--- src/rtl/nlp_pkg.sv ---
package nlp_pkg;

  localparam int unsigned NumModesDef = 3;

  localparam int unsigned CfgIdxW  = 3;
  localparam int unsigned CfgDataW = 24;
  localparam int unsigned CalW     = 16;
  localparam int unsigned LevelW   = 8;
  localparam int unsigned SampleW  = 7;
  localparam int unsigned TargetW  = 16;
  localparam int unsigned ModeW    = 2;
  localparam int unsigned GainW    = 24;
  localparam int unsigned DriveW   = 16;

  localparam int unsigned FracBits = 14;
  localparam int unsigned QuoW     = LevelW + FracBits;
  localparam int unsigned DivSteps = QuoW;
  localparam int unsigned DivCntW  = $clog2(DivSteps);

  localparam int unsigned ErrW    = 19;
  localparam int unsigned IntegW  = 32;
  localparam int unsigned MulBW   = 32;
  localparam int unsigned ProdW   = GainW + MulBW;
  localparam int unsigned AccW    = ProdW + 2;
  localparam int unsigned DriveSh = 18;

  localparam logic [CfgIdxW-1:0] RegCalMode0 = 3'd0;
  localparam logic [CfgIdxW-1:0] RegCalMode1 = 3'd1;
  localparam logic [CfgIdxW-1:0] RegCalMode2 = 3'd2;
  localparam logic [CfgIdxW-1:0] RegGainP    = 3'd3;
  localparam logic [CfgIdxW-1:0] RegGainI    = 3'd4;
  localparam logic [CfgIdxW-1:0] RegGainD    = 3'd5;
  localparam logic [CfgIdxW-1:0] RegEdgeR    = 3'd6;

  localparam logic [CalW-1:0] CalReset = 16'd25600;

  localparam logic signed [AccW-1:0] PidMax = AccW'(64'sd100 <<< 26);

  typedef enum logic [1:0] {
    MUL_P,
    MUL_I,
    MUL_D
  } mul_sel_e;

  typedef enum logic [1:0] {
    ACC_HOLD,
    ACC_SET,
    ACC_ADD
  } acc_op_e;

  typedef struct packed {
    logic     load;
    logic     div_step;
    logic     err_upd;
    logic     integ_upd;
    logic     mul_en;
    mul_sel_e mul_sel;
    acc_op_e  acc_op;
    logic     out_load;
  } nlp_cmd_t;

endpackage

--- src/rtl/nlp_ctrl.sv ---
module nlp_ctrl (
  input  logic              clk_i,
  input  logic              rst_ni,
  input  logic              in_valid_i,
  input  logic              out_stall_i,
  output logic              in_stall_o,
  output logic              out_valid_o,
  output nlp_pkg::nlp_cmd_t cmd_o
);

  typedef enum logic [3:0] {
    S_IDLE,
    S_DIV,
    S_ERR,
    S_INTEG,
    S_MUL_P,
    S_MUL_I,
    S_MUL_D,
    S_ACC,
    S_OUT
  } state_e;

  state_e                            state_q;
  logic   [nlp_pkg::DivCntW-1:0]     cnt_q;
  logic                              out_valid_q;
  logic                              out_free;

  assign out_free    = !out_valid_q || !out_stall_i;
  assign in_stall_o  = (state_q != S_IDLE);
  assign out_valid_o = out_valid_q;

  always_comb begin
    cmd_o          = '0;
    cmd_o.mul_sel  = nlp_pkg::MUL_P;
    cmd_o.acc_op   = nlp_pkg::ACC_HOLD;
    unique case (state_q)
      S_IDLE:  cmd_o.load = in_valid_i;
      S_DIV:   cmd_o.div_step = 1'b1;
      S_ERR:   cmd_o.err_upd = 1'b1;
      S_INTEG: cmd_o.integ_upd = 1'b1;
      S_MUL_P: begin
        cmd_o.mul_en  = 1'b1;
        cmd_o.mul_sel = nlp_pkg::MUL_P;
      end
      S_MUL_I: begin
        cmd_o.mul_en  = 1'b1;
        cmd_o.mul_sel = nlp_pkg::MUL_I;
        cmd_o.acc_op  = nlp_pkg::ACC_SET;
      end
      S_MUL_D: begin
        cmd_o.mul_en  = 1'b1;
        cmd_o.mul_sel = nlp_pkg::MUL_D;
        cmd_o.acc_op  = nlp_pkg::ACC_ADD;
      end
      S_ACC:   cmd_o.acc_op = nlp_pkg::ACC_ADD;
      S_OUT:   cmd_o.out_load = out_free;
      default: ;
    endcase
  end

  always_ff @(posedge clk_i or negedge rst_ni) begin
    if (!rst_ni) begin
      state_q     <= S_IDLE;
      cnt_q       <= '0;
      out_valid_q <= 1'b0;
    end else begin
      if (state_q == S_OUT && out_free) begin
        out_valid_q <= 1'b1;
      end else if (out_valid_q && !out_stall_i) begin
        out_valid_q <= 1'b0;
      end
      unique case (state_q)
        S_IDLE: begin
          if (in_valid_i) begin
            state_q <= S_DIV;
            cnt_q   <= '0;
          end
        end
        S_DIV: begin
          if (cnt_q == nlp_pkg::DivCntW'(nlp_pkg::DivSteps - 1)) begin
            state_q <= S_ERR;
          end else begin
            cnt_q <= cnt_q + 1'b1;
          end
        end
        S_ERR:   state_q <= S_INTEG;
        S_INTEG: state_q <= S_MUL_P;
        S_MUL_P: state_q <= S_MUL_I;
        S_MUL_I: state_q <= S_MUL_D;
        S_MUL_D: state_q <= S_ACC;
        S_ACC:   state_q <= S_OUT;
        S_OUT: begin
          if (out_free) begin
            state_q <= S_IDLE;
          end
        end
        default: state_q <= S_IDLE;
      endcase
    end
  end

endmodule

--- src/rtl/nlp_datapath.sv ---
module nlp_datapath (
  input  logic                                   clk_i,
  input  logic                                   rst_ni,
  input  nlp_pkg::nlp_cmd_t                      cmd_i,
  input  logic        [nlp_pkg::CalW-1:0]        cal_word_i,
  input  logic        [nlp_pkg::SampleW-1:0]     sample_i,
  input  logic signed [nlp_pkg::TargetW-1:0]     target_i,
  input  logic signed [nlp_pkg::GainW-1:0]       gain_p_i,
  input  logic signed [nlp_pkg::GainW-1:0]       gain_i_i,
  input  logic signed [nlp_pkg::GainW-1:0]       gain_d_i,
  input  logic                                   edge_right_i,
  output logic signed [nlp_pkg::DriveW-1:0]      drive_o,
  output logic                                   cal_error_o
);

  localparam int unsigned LW = nlp_pkg::LevelW;
  localparam int unsigned QW = nlp_pkg::QuoW;
  localparam int unsigned EW = nlp_pkg::ErrW;
  localparam int unsigned IW = nlp_pkg::IntegW;
  localparam int unsigned AW = nlp_pkg::AccW;

  localparam logic signed [QW+1:0] ErrMax = (QW+2)'((64'sd1 <<< (EW - 1)) - 1);
  localparam logic signed [QW+1:0] ErrMin = (QW+2)'(-(64'sd1 <<< (EW - 1)));
  localparam logic signed [IW:0]   IntMax = (IW+1)'((64'sd1 <<< (IW - 1)) - 1);
  localparam logic signed [IW:0]   IntMin = (IW+1)'(-(64'sd1 <<< (IW - 1)));

  // load and divider setup
  logic        [LW-1:0]  black, white;
  logic signed [LW:0]    num_s, den_s;
  logic        [LW-1:0]  num_mag, den_mag;

  logic signed [nlp_pkg::TargetW-1:0] target_q;
  logic                  cal_err_q;
  logic                  neg_q;
  logic        [LW-1:0]  den_q;
  logic        [LW-1:0]  rem_q;
  logic        [QW-1:0]  quo_q;

  logic        [LW:0]    shifted;
  logic        [LW+1:0]  trial;

  // error and integral
  logic signed [QW:0]    norm;
  logic signed [QW+1:0]  diff_wide;
  logic signed [EW-1:0]  err_d;
  logic signed [EW-1:0]  err_q, prev_error_q;
  logic signed [EW:0]    delta_q, sum_q;
  logic signed [EW-1:0]  half;
  logic signed [IW:0]    integ_wide;
  logic signed [IW-1:0]  integral_q;

  // multiply and accumulate
  logic signed [nlp_pkg::GainW-1:0]  mul_a;
  logic signed [nlp_pkg::MulBW-1:0]  mul_b;
  logic signed [nlp_pkg::ProdW-1:0]  prod_q;
  logic signed [AW-1:0]              acc_q;
  logic signed [AW-1:0]              pid;
  logic signed [AW-1:0]              pid_sh;
  logic signed [nlp_pkg::DriveW-1:0] drive_raw;

  logic signed [nlp_pkg::DriveW-1:0] drive_q;
  logic                              cal_error_q;

  assign black   = cal_word_i[LW-1:0];
  assign white   = cal_word_i[2*LW-1:LW];
  assign num_s   = $signed({2'b00, sample_i}) - $signed({1'b0, black});
  assign den_s   = $signed({1'b0, white}) - $signed({1'b0, black});
  assign num_mag = num_s[LW] ? LW'(-num_s) : num_s[LW-1:0];
  assign den_mag = den_s[LW] ? LW'(-den_s) : den_s[LW-1:0];

  assign shifted = {rem_q, quo_q[QW-1]};
  assign trial   = {1'b0, shifted} - {2'b00, den_q};

  always_ff @(posedge clk_i) begin
    if (cmd_i.load) begin
      target_q  <= target_i;
      cal_err_q <= (den_s == '0);
      neg_q     <= num_s[LW] ^ den_s[LW];
      den_q     <= den_mag;
      rem_q     <= '0;
      quo_q     <= {num_mag, {nlp_pkg::FracBits{1'b0}}};
    end else if (cmd_i.div_step) begin
      rem_q <= trial[LW+1] ? shifted[LW-1:0] : trial[LW-1:0];
      quo_q <= {quo_q[QW-2:0], ~trial[LW+1]};
    end
  end

  always_comb begin
    if (cal_err_q) begin
      norm = '0;
    end else if (neg_q) begin
      norm = -$signed({1'b0, quo_q});
    end else begin
      norm = $signed({1'b0, quo_q});
    end
    diff_wide = (QW+2)'(norm) - (QW+2)'(target_q);
    if (diff_wide > ErrMax) begin
      err_d = EW'(ErrMax);
    end else if (diff_wide < ErrMin) begin
      err_d = EW'(ErrMin);
    end else begin
      err_d = diff_wide[EW-1:0];
    end
  end

  // trapezoid step, rounded toward zero
  assign half = EW'((sum_q + (EW+1)'(sum_q[EW])) >>> 1);
  assign integ_wide = (IW+1)'(integral_q) + (IW+1)'(half);

  always_ff @(posedge clk_i or negedge rst_ni) begin
    if (!rst_ni) begin
      prev_error_q <= '0;
      integral_q   <= '0;
    end else begin
      if (cmd_i.err_upd) begin
        prev_error_q <= err_d;
      end
      if (cmd_i.integ_upd) begin
        if (integ_wide > IntMax) begin
          integral_q <= IW'(IntMax);
        end else if (integ_wide < IntMin) begin
          integral_q <= IW'(IntMin);
        end else begin
          integral_q <= integ_wide[IW-1:0];
        end
      end
    end
  end

  always_ff @(posedge clk_i) begin
    if (cmd_i.err_upd) begin
      err_q   <= err_d;
      delta_q <= (EW+1)'(err_d) - (EW+1)'(prev_error_q);
      sum_q   <= (EW+1)'(err_d) + (EW+1)'(prev_error_q);
    end
  end

  always_comb begin
    case (cmd_i.mul_sel)
      nlp_pkg::MUL_I: begin
        mul_a = gain_i_i;
        mul_b = integral_q;
      end
      nlp_pkg::MUL_D: begin
        mul_a = gain_d_i;
        mul_b = nlp_pkg::MulBW'(delta_q);
      end
      default: begin
        mul_a = gain_p_i;
        mul_b = nlp_pkg::MulBW'(err_q);
      end
    endcase
  end

  always_ff @(posedge clk_i) begin
    if (cmd_i.mul_en) begin
      prod_q <= mul_a * mul_b;
    end
    case (cmd_i.acc_op)
      nlp_pkg::ACC_SET: acc_q <= AW'(prod_q);
      nlp_pkg::ACC_ADD: acc_q <= acc_q + AW'(prod_q);
      default: ;
    endcase
  end

  always_comb begin
    if (acc_q > nlp_pkg::PidMax) begin
      pid = nlp_pkg::PidMax;
    end else if (acc_q < -nlp_pkg::PidMax) begin
      pid = -nlp_pkg::PidMax;
    end else begin
      pid = acc_q;
    end
    pid_sh    = pid >>> nlp_pkg::DriveSh;
    drive_raw = pid_sh[nlp_pkg::DriveW-1:0];
  end

  always_ff @(posedge clk_i) begin
    if (cmd_i.out_load) begin
      drive_q     <= edge_right_i ? drive_raw : -drive_raw;
      cal_error_q <= cal_err_q;
    end
  end

  assign drive_o     = drive_q;
  assign cal_error_o = cal_error_q;

endmodule

--- src/rtl/normalized_line_pid_core.sv ---
// Line-following PID controller on a normalized reflectance error. Each beat
// on the input channel carries a sample, a Q2.14 target and a run mode that
// picks a black/white calibration pair; the result beat carries the clamped
// Q8.8 drive and a flag for equal calibration levels. One item is worked at a
// time: a bit-serial normalizing divider forms the ratio, and the P, I and D
// products go through one shared 24x32 multiplier in turn. A finished result
// waits in the output register while the next item is accepted. Write
// configuration registers only while the block is idle.
module normalized_line_pid_core #(
  parameter int unsigned NumModes = nlp_pkg::NumModesDef
) (
  input  logic                                  clk_i,
  input  logic                                  rst_ni,
  input  logic                                  cfg_we_i,
  input  logic        [nlp_pkg::CfgIdxW-1:0]    cfg_index_i,
  input  logic        [nlp_pkg::CfgDataW-1:0]   cfg_wdata_i,
  input  logic                                  in_valid_i,
  output logic                                  in_stall_o,
  input  logic        [nlp_pkg::SampleW-1:0]    reflect_sample_i,
  input  logic signed [nlp_pkg::TargetW-1:0]    target_i,
  input  logic        [nlp_pkg::ModeW-1:0]      run_mode_i,
  output logic                                  out_valid_o,
  input  logic                                  out_stall_i,
  output logic signed [nlp_pkg::DriveW-1:0]     drive_o,
  output logic                                  cal_error_o
);

  logic        [nlp_pkg::CalW-1:0]  cal_q [NumModes];
  logic signed [nlp_pkg::GainW-1:0] gain_p_q, gain_i_q, gain_d_q;
  logic                             edge_right_q;
  logic        [nlp_pkg::CalW-1:0]  cal_sel;
  nlp_pkg::nlp_cmd_t                cmd;

  always_ff @(posedge clk_i or negedge rst_ni) begin
    if (!rst_ni) begin
      for (int m = 0; m < NumModes; m++) begin
        cal_q[m] <= nlp_pkg::CalReset;
      end
      gain_p_q     <= '0;
      gain_i_q     <= '0;
      gain_d_q     <= '0;
      edge_right_q <= 1'b1;
    end else if (cfg_we_i) begin
      unique case (cfg_index_i) inside
        nlp_pkg::RegCalMode0, nlp_pkg::RegCalMode1, nlp_pkg::RegCalMode2: begin
          for (int m = 0; m < NumModes; m++) begin
            if (cfg_index_i == nlp_pkg::CfgIdxW'(m)) begin
              cal_q[m] <= cfg_wdata_i[nlp_pkg::CalW-1:0];
            end
          end
        end
        nlp_pkg::RegGainP: gain_p_q <= cfg_wdata_i;
        nlp_pkg::RegGainI: gain_i_q <= cfg_wdata_i;
        nlp_pkg::RegGainD: gain_d_q <= cfg_wdata_i;
        nlp_pkg::RegEdgeR: edge_right_q <= cfg_wdata_i[0];
        default: ;
      endcase
    end
  end

  // out of range modes fall back to the last pair
  always_comb begin
    cal_sel = cal_q[NumModes-1];
    for (int m = 0; m < NumModes - 1; m++) begin
      if (run_mode_i == nlp_pkg::ModeW'(m)) begin
        cal_sel = cal_q[m];
      end
    end
  end

  nlp_ctrl u_ctrl (
    .clk_i       (clk_i),
    .rst_ni      (rst_ni),
    .in_valid_i  (in_valid_i),
    .out_stall_i (out_stall_i),
    .in_stall_o  (in_stall_o),
    .out_valid_o (out_valid_o),
    .cmd_o       (cmd)
  );

  nlp_datapath u_datapath (
    .clk_i        (clk_i),
    .rst_ni       (rst_ni),
    .cmd_i        (cmd),
    .cal_word_i   (cal_sel),
    .sample_i     (reflect_sample_i),
    .target_i     (target_i),
    .gain_p_i     (gain_p_q),
    .gain_i_i     (gain_i_q),
    .gain_d_i     (gain_d_q),
    .edge_right_i (edge_right_q),
    .drive_o      (drive_o),
    .cal_error_o  (cal_error_o)
  );

endmodule

--- config.mk ---
export PLATFORM = sky130hd
export DESIGN_NAME = normalized_line_pid_core
export DESIGN_NICKNAME = d
export VERILOG_FILES = /design/src/rtl/nlp_pkg.sv /design/src/rtl/nlp_ctrl.sv /design/src/rtl/nlp_datapath.sv /design/src/rtl/normalized_line_pid_core.sv
export SDC_FILE = /design/constraint.sdc
export NUM_CORES = 2
export LEC_CHECK = 0
export BUFFER_PORTS_ARGS = -buffer_cell sky130_fd_sc_hd__buf_2
export CAP_MARGIN = 20
export CELL_PAD_IN_SITES_DETAIL_PLACEMENT = 1
export CELL_PAD_IN_SITES_GLOBAL_PLACEMENT = 2
export CORE_MARGIN = 2
export CORE_UTILIZATION = 43
export CTS_CLUSTER_SIZE = 28
export DETAILED_ROUTE_END_ITERATION = 12
export HOLD_SLACK_MARGIN = 0.05
export PLACE_DENSITY = 0.88
export SKIP_CTS_REPAIR_TIMING = 1
export SLEW_MARGIN = 40
export SYNTH_ARGS = -nofsm -noshare
export SYNTH_HDL_FRONTEND = slang
export SYNTH_HIERARCHICAL = 1
export SYNTH_SLANG_ARGS = --single-unit
--- constraint.sdc ---
create_clock -name clk_i -period 11.52 [get_ports clk_i]
set_input_delay 2.304 -clock clk_i [delete_from_list [all_inputs] [get_ports clk_i]]
set_output_delay 2.304 -clock clk_i [all_outputs]
set_load 0.02 [all_outputs]
== Word level (Yosys, flattened, before mapping) ==
Cells that the tools add are included.
Storage, ports and cells
  register bits after elaboration: 428
  latch bits: 0
  memory bits (writable): 0
  ROM bits: 0
  input bits: 57
  output and inout port bits: 19
  memories: 0
Cells by class
  add/subtract/negate cells: 14
  $mul: 1
  divide/modulo/power cells: 0
  $lt $le $gt $ge: 6
  equality and inequality tests: 24
  shift-type cells: 0
  multiplexer cells: 35
  bitwise gates (word level): 2
  reduce and logical (&&, ||, !) cells: 25
Operators with widths (number)
  one-hot mux 58 bit (2 select lines): 1
  2-to-1 mux 34 bit: 2
  2-to-1 mux 32 bit: 2
  one-hot mux 32 bit (2 select lines): 1
  adder 58 x 56 -> 58 bit: 1
  greater-than comparator 58 x 34 -> 1 bit, second input constant: 1
  < comparator 58 x 34 -> 1 bit, second input constant: 1
  multiplier 24 x 32 -> 56 bit: 1
  2-to-1 mux 16 bit: 3
  one-hot mux 24 bit (2 select lines): 1
  2-to-1 mux 23 bit: 2
  2-to-1 mux 22 bit: 2
  2-to-1 mux 19 bit: 2
  one-hot mux 4 bit (9 select lines): 1
  adder 32 x 19 -> 33 bit: 1
  greater-than comparator 33 x 32 -> 1 bit, second input constant: 1
  < comparator 33 x 32 -> 1 bit, second input constant: 1
  greater-than comparator 24 x 19 -> 1 bit, second input constant: 1
  < comparator 24 x 19 -> 1 bit, second input constant: 1
  2-to-1 mux 8 bit: 3
  subtractor 23 x 16 -> 24 bit: 1
  negation 22 -> 23 bit: 1
  adder 19 x 19 -> 20 bit: 1
  adder 20 x 1 -> 20 bit: 1
  other kinds (40): 74

== Depth between registers and ports, before layout ==
  depth in word-level cells: 8
  mapped depth: 39
  depth with buffers taken out: 34

== Modules after synthesis ==
The synthesis kept the hierarchy.
Modules (own cells, without submodules)
  nlp_datapath: instances 1, cells each 5415, area each 48537.8 um2, seq. area each 8413.1 um2
  normalized_line_pid_core: instances 1, cells each 315, area each 5038.6 um2, seq. area each 3040.4 um2
  nlp_ctrl: instances 1, cells each 64, area each 625.6 um2, seq. area each 250.2 um2

== Worst setup path after synthesis ==
OpenSTA, ideal clock, no wires.
  kind: reg2reg
  start point: register u_ctrl.state_q[3]
  end point: register u_datapath/prod_q[54] in the netlist's numbering (data pin)
  library setup time: 265 ps
  data arrival time: 8959 ps
  data required time: 11255 ps
  setup slack: 2296 ps
  stages on the path, launching flop included: 36
  path buffers: 6
  period minus slack after synthesis: 9224 ps
  cell sequence: dfrtp_1 -> buf_6 -> nand2b_1 -> nor2b_1 -> inv_1 -> ha_1 -> clkbuf_1 -> clkbuf_1 -> clkbuf_1 -> nand2_1 -> o21ai_1 -> clkbuf_1 -> nand2_1 -> fa_1 -> inv_1 -> fa_1 -> fa_1 -> fa_1 -> fa_1 -> fa_1 -> inv_1 -> fa_1 -> inv_1 -> ha_1 -> clkbuf_1 -> a21o_1 -> a21o_1 -> a21oi_1 -> o21ai_0 -> a31oi_1 -> a311oi_1 -> a21oi_1 -> o21ai_0 -> a2111oi_0 -> o21ai_0 -> xor2_1
RTL lines
  start, declared: line nlp_ctrl.sv:23  | state_e state_q;
  start signal, assigned: line nlp_ctrl.sv:63  | state_q <= S_IDLE;
  start signal, assigned: line nlp_ctrl.sv:75  | state_q <= S_DIV;
  start signal, assigned: line nlp_ctrl.sv:81  | state_q <= S_ERR;
  end signal, assigned: line nlp_datapath.sv:157  | prod_q <= mul_a * mul_b;
  end, declared: line nlp_datapath.sv:55  | logic signed [nlp_pkg::ProdW-1:0] prod_q;

==> flow_summary.ini <==
[placement]
hpwl_um = 135000
routabilityCongestion = 0.955
port_buffers = 75
place_area_mm2 = 0.0566

[floorplanning]
die-area_mm2 = 0.129
start_util_pct = 43.2
rows = 130
io_pins = 76
die_h_um = 359
die_w_um = 359
core_mm2 = 0.125

[final_layout]
design_area_mm2 = 0.0586
drive_gt1_share_pct = 9.28
nFillCells = 14265
final_nets = 6957
syn2layout_area_growth_pct = 8.12

[yosys]
synth_top_area_cell = fa_1
syn-cell-area_mm2 = 0.0542
yosysSeqAreaShare_pct = 21.6
syn_area_per_cell_um2 = 9.35
yosys_most_used_dff = edfxtp_1
ys_types = 99
yosys_warnings = 6
synth_top_area_share_pct = 29.2
synth_edf_count = 223
synth_seq_cells = 427
synth.area.top_cells = fa_1 (29%), edfxtp_1 (12%), dfrtp_1 (7.9%)
synth_fp_nets = 6975
async_reset_ff_share_pct = 42.6
synth_cells = 5794

[clock_tree]
clk_path_buf_depth = 3
clk_latency_ns = 0.70
cts_tree = done
cts_buffers = 53
cts-root-buf = clkbuf_16
path_clk_slew_ns = 0.06
h-tree-depth = 2
clkSinkCount = 427

[worst_setup_path]
crit_buf_inv = 7
cp-start-kind = flop
arrival_ns = 11.19
cpPeakStageDelay_ns = 0.68
crit_slowest_cell = ha_4
crit_start = u_ctrl/state_q[2]
crit_type = flop to flop
crit-reg2reg-launch = u_ctrl/state_q[2]
critPathMostFrequentCell = fa_1
crit_family = adder cells
cp.required_ns = 11.98
critPathCaptureType = flop
critPathMaxFanout = 39

[global_route]
grt_pass1_wl_um = 266000
grt_max_degree = 77
antenna_found_initial = 13
top_usage_layer = met2
use_met3_pct = 5.08
grt_pass1_vias = 46035
met1_usage_pct = 33.9
overflow = 0
grtUsageMet2_pct = 44.8
grt_util_all_layers_pct = 26.5

[sta]
timing.fmax_ghz = 0.0932
grt_setup_unrepaired = false
slew_violations = 0
timing.hold.ws_ns = 0.494
fin_setup_tns_ns = 0
skew_ns = 0.0433
finalHoldViolations = 0
period_minus_slack_ns = 10.73
worst_pin_slew_ns = 0.965
final-setup-viol-count = 0
max_slew_margin_pct = 35.7
finalCritPeriodShare_pct = 93.1

[routing]
ant_nets = 0
first_pass_iters = 5
vias_per_cell = 5.54
num_vias = 41411
post_drt_wl_per_cell_um = 22.6
drt_iter0_drc = 2343
remaining_drc_errors = 0
finalWirelength_um = 169000

[min_path]
min_from = u_datapath/rem_q[5]
hp-class = flop to flop

[outcome]
outcome = complete, no violations

[run]
maxCapViolCount = 0
-- layer usage --
layer	wire length (µm)	up-vias	share of wire, %
met4	6280	14	3.7
li1	-	18693	-
met1	70200	21213	42
met5	92	-	0.054
met3	11700	310	6.9
met2	80800	1181	48
-- flip-flops by register name (all words and copies together) (netlist names), 22 cells and up --
signal and count:
cal_q 48, gain_d_q 24, gain_i_q 24, gain_p_q 24, u_datapath/acc_q 58, u_datapath/integral_q 32
u_datapath/prod_q 56, u_datapath/quo_q 22
-- final cells by class --
type	count	area, µm²	area share (%)
Antenna cell	7	17.5	0.0299
Clock buffer	63	1410	2.40
Clock inverter	36	480	0.820
Inverter	963	3620	6.18
Multi-Input combinational cell	4135	38000	64.8
Sequential cell	427	11700	20.0
Tap cell	1650	2060	3.52
Timing Repair Buffer	196	1360	2.31
-- worst min-delay path, delay by kind of cell, from the launching register on --
family / cells / cell delay, ns
and+or+nand+nor: 1 / 0.06
DFF: 1 / 0.32
AOI/OAI and AO/OA: 1 / 0.06
-- Yosys cell counts, types with 20 or more instances --
| cell | instances |
|---|---|
| mux2i_1 | 38 |
| nand4_1 | 34 |
| edfxtp_1 | 223 |
| clkbuf_1 | 228 |
| ha_1 | 333 |
| o21bai_1 | 30 |
| mux2_2 | 148 |
| o21ai_0 | 214 |
| and3_1 | 27 |
| dfrtp_1 | 172 |
| o21a_1 | 70 |
| nor3_1 | 47 |
| inv_1 | 962 |
| a21o_1 | 121 |
| nand2b_1 | 54 |
| xor2_1 | 97 |
| nor2b_1 | 39 |
| xnor2_1 | 163 |
| nor2_1 | 596 |
| a22oi_1 | 43 |
| a21oi_1 | 266 |
| mux2_4 | 20 |
| a31oi_1 | 27 |
| dfxtp_1 | 22 |
| nand2_1 | 591 |
| fa_1 | 791 |
| nand3_1 | 52 |
| o22ai_1 | 35 |
-- path summary, 6_finish.rpt --
path / slack, ns / depth (start not counted) / to
min in group asynchronous: 1.58 / 1 / u_ctrl/cnt_q[4]
min: 0.49 / 2 / u_datapath/rem_q[5]
min reg2reg: 0.49 / 2 / u_datapath/rem_q[5]
max: 0.79 / 32 / u_datapath/prod_q[52]
max in group asynchronous: 8.29 / 3 / cal_q[44]
max reg2reg: 0.79 / 32 / u_datapath/prod_q[52]
-- metrics by stage --
stage	instances	worst slack [ns]	utilization, %
floorplan	5794	2.30	-
global placement	7368	1.07	45.1
detailed placement	7370	0.846	45.2
CTS	7469	0.818	46.7
global route	7473	0.259	46.7
finish	7477	0.794	46.7
-- cell usage in the layout, fill, tap and decap left out, drive strengths merged, types with 97 or more instances in the layout --
cell type / n
mux2: 169
nand2: 591
fa: 791
dfrtp: 172
nor2: 598
a21oi: 267
o21ai: 237
a21o: 121
xor2: 97
ha: 333
inv: 969
edfxtp: 223
buf: 195
xnor2: 163
-- kinds of logic (layout without fill, tap and decap cells) --
group,count (synthesis),count (layout),synth area share (%)
compound gates,988,988,11.6
other cells,0,7,0
flops,427,427,21.6
buf+inv,1232,1258,8.77
mux,208,208,4.38
fa+ha+maj,1126,1126,36.9
xor+xnor,260,260,4.20
simple gates,1553,1553,12.5
Power is left out: the tool's default activity adds up to more than one toggle a clock period on the data nets, which glitch-free logic cannot reach.
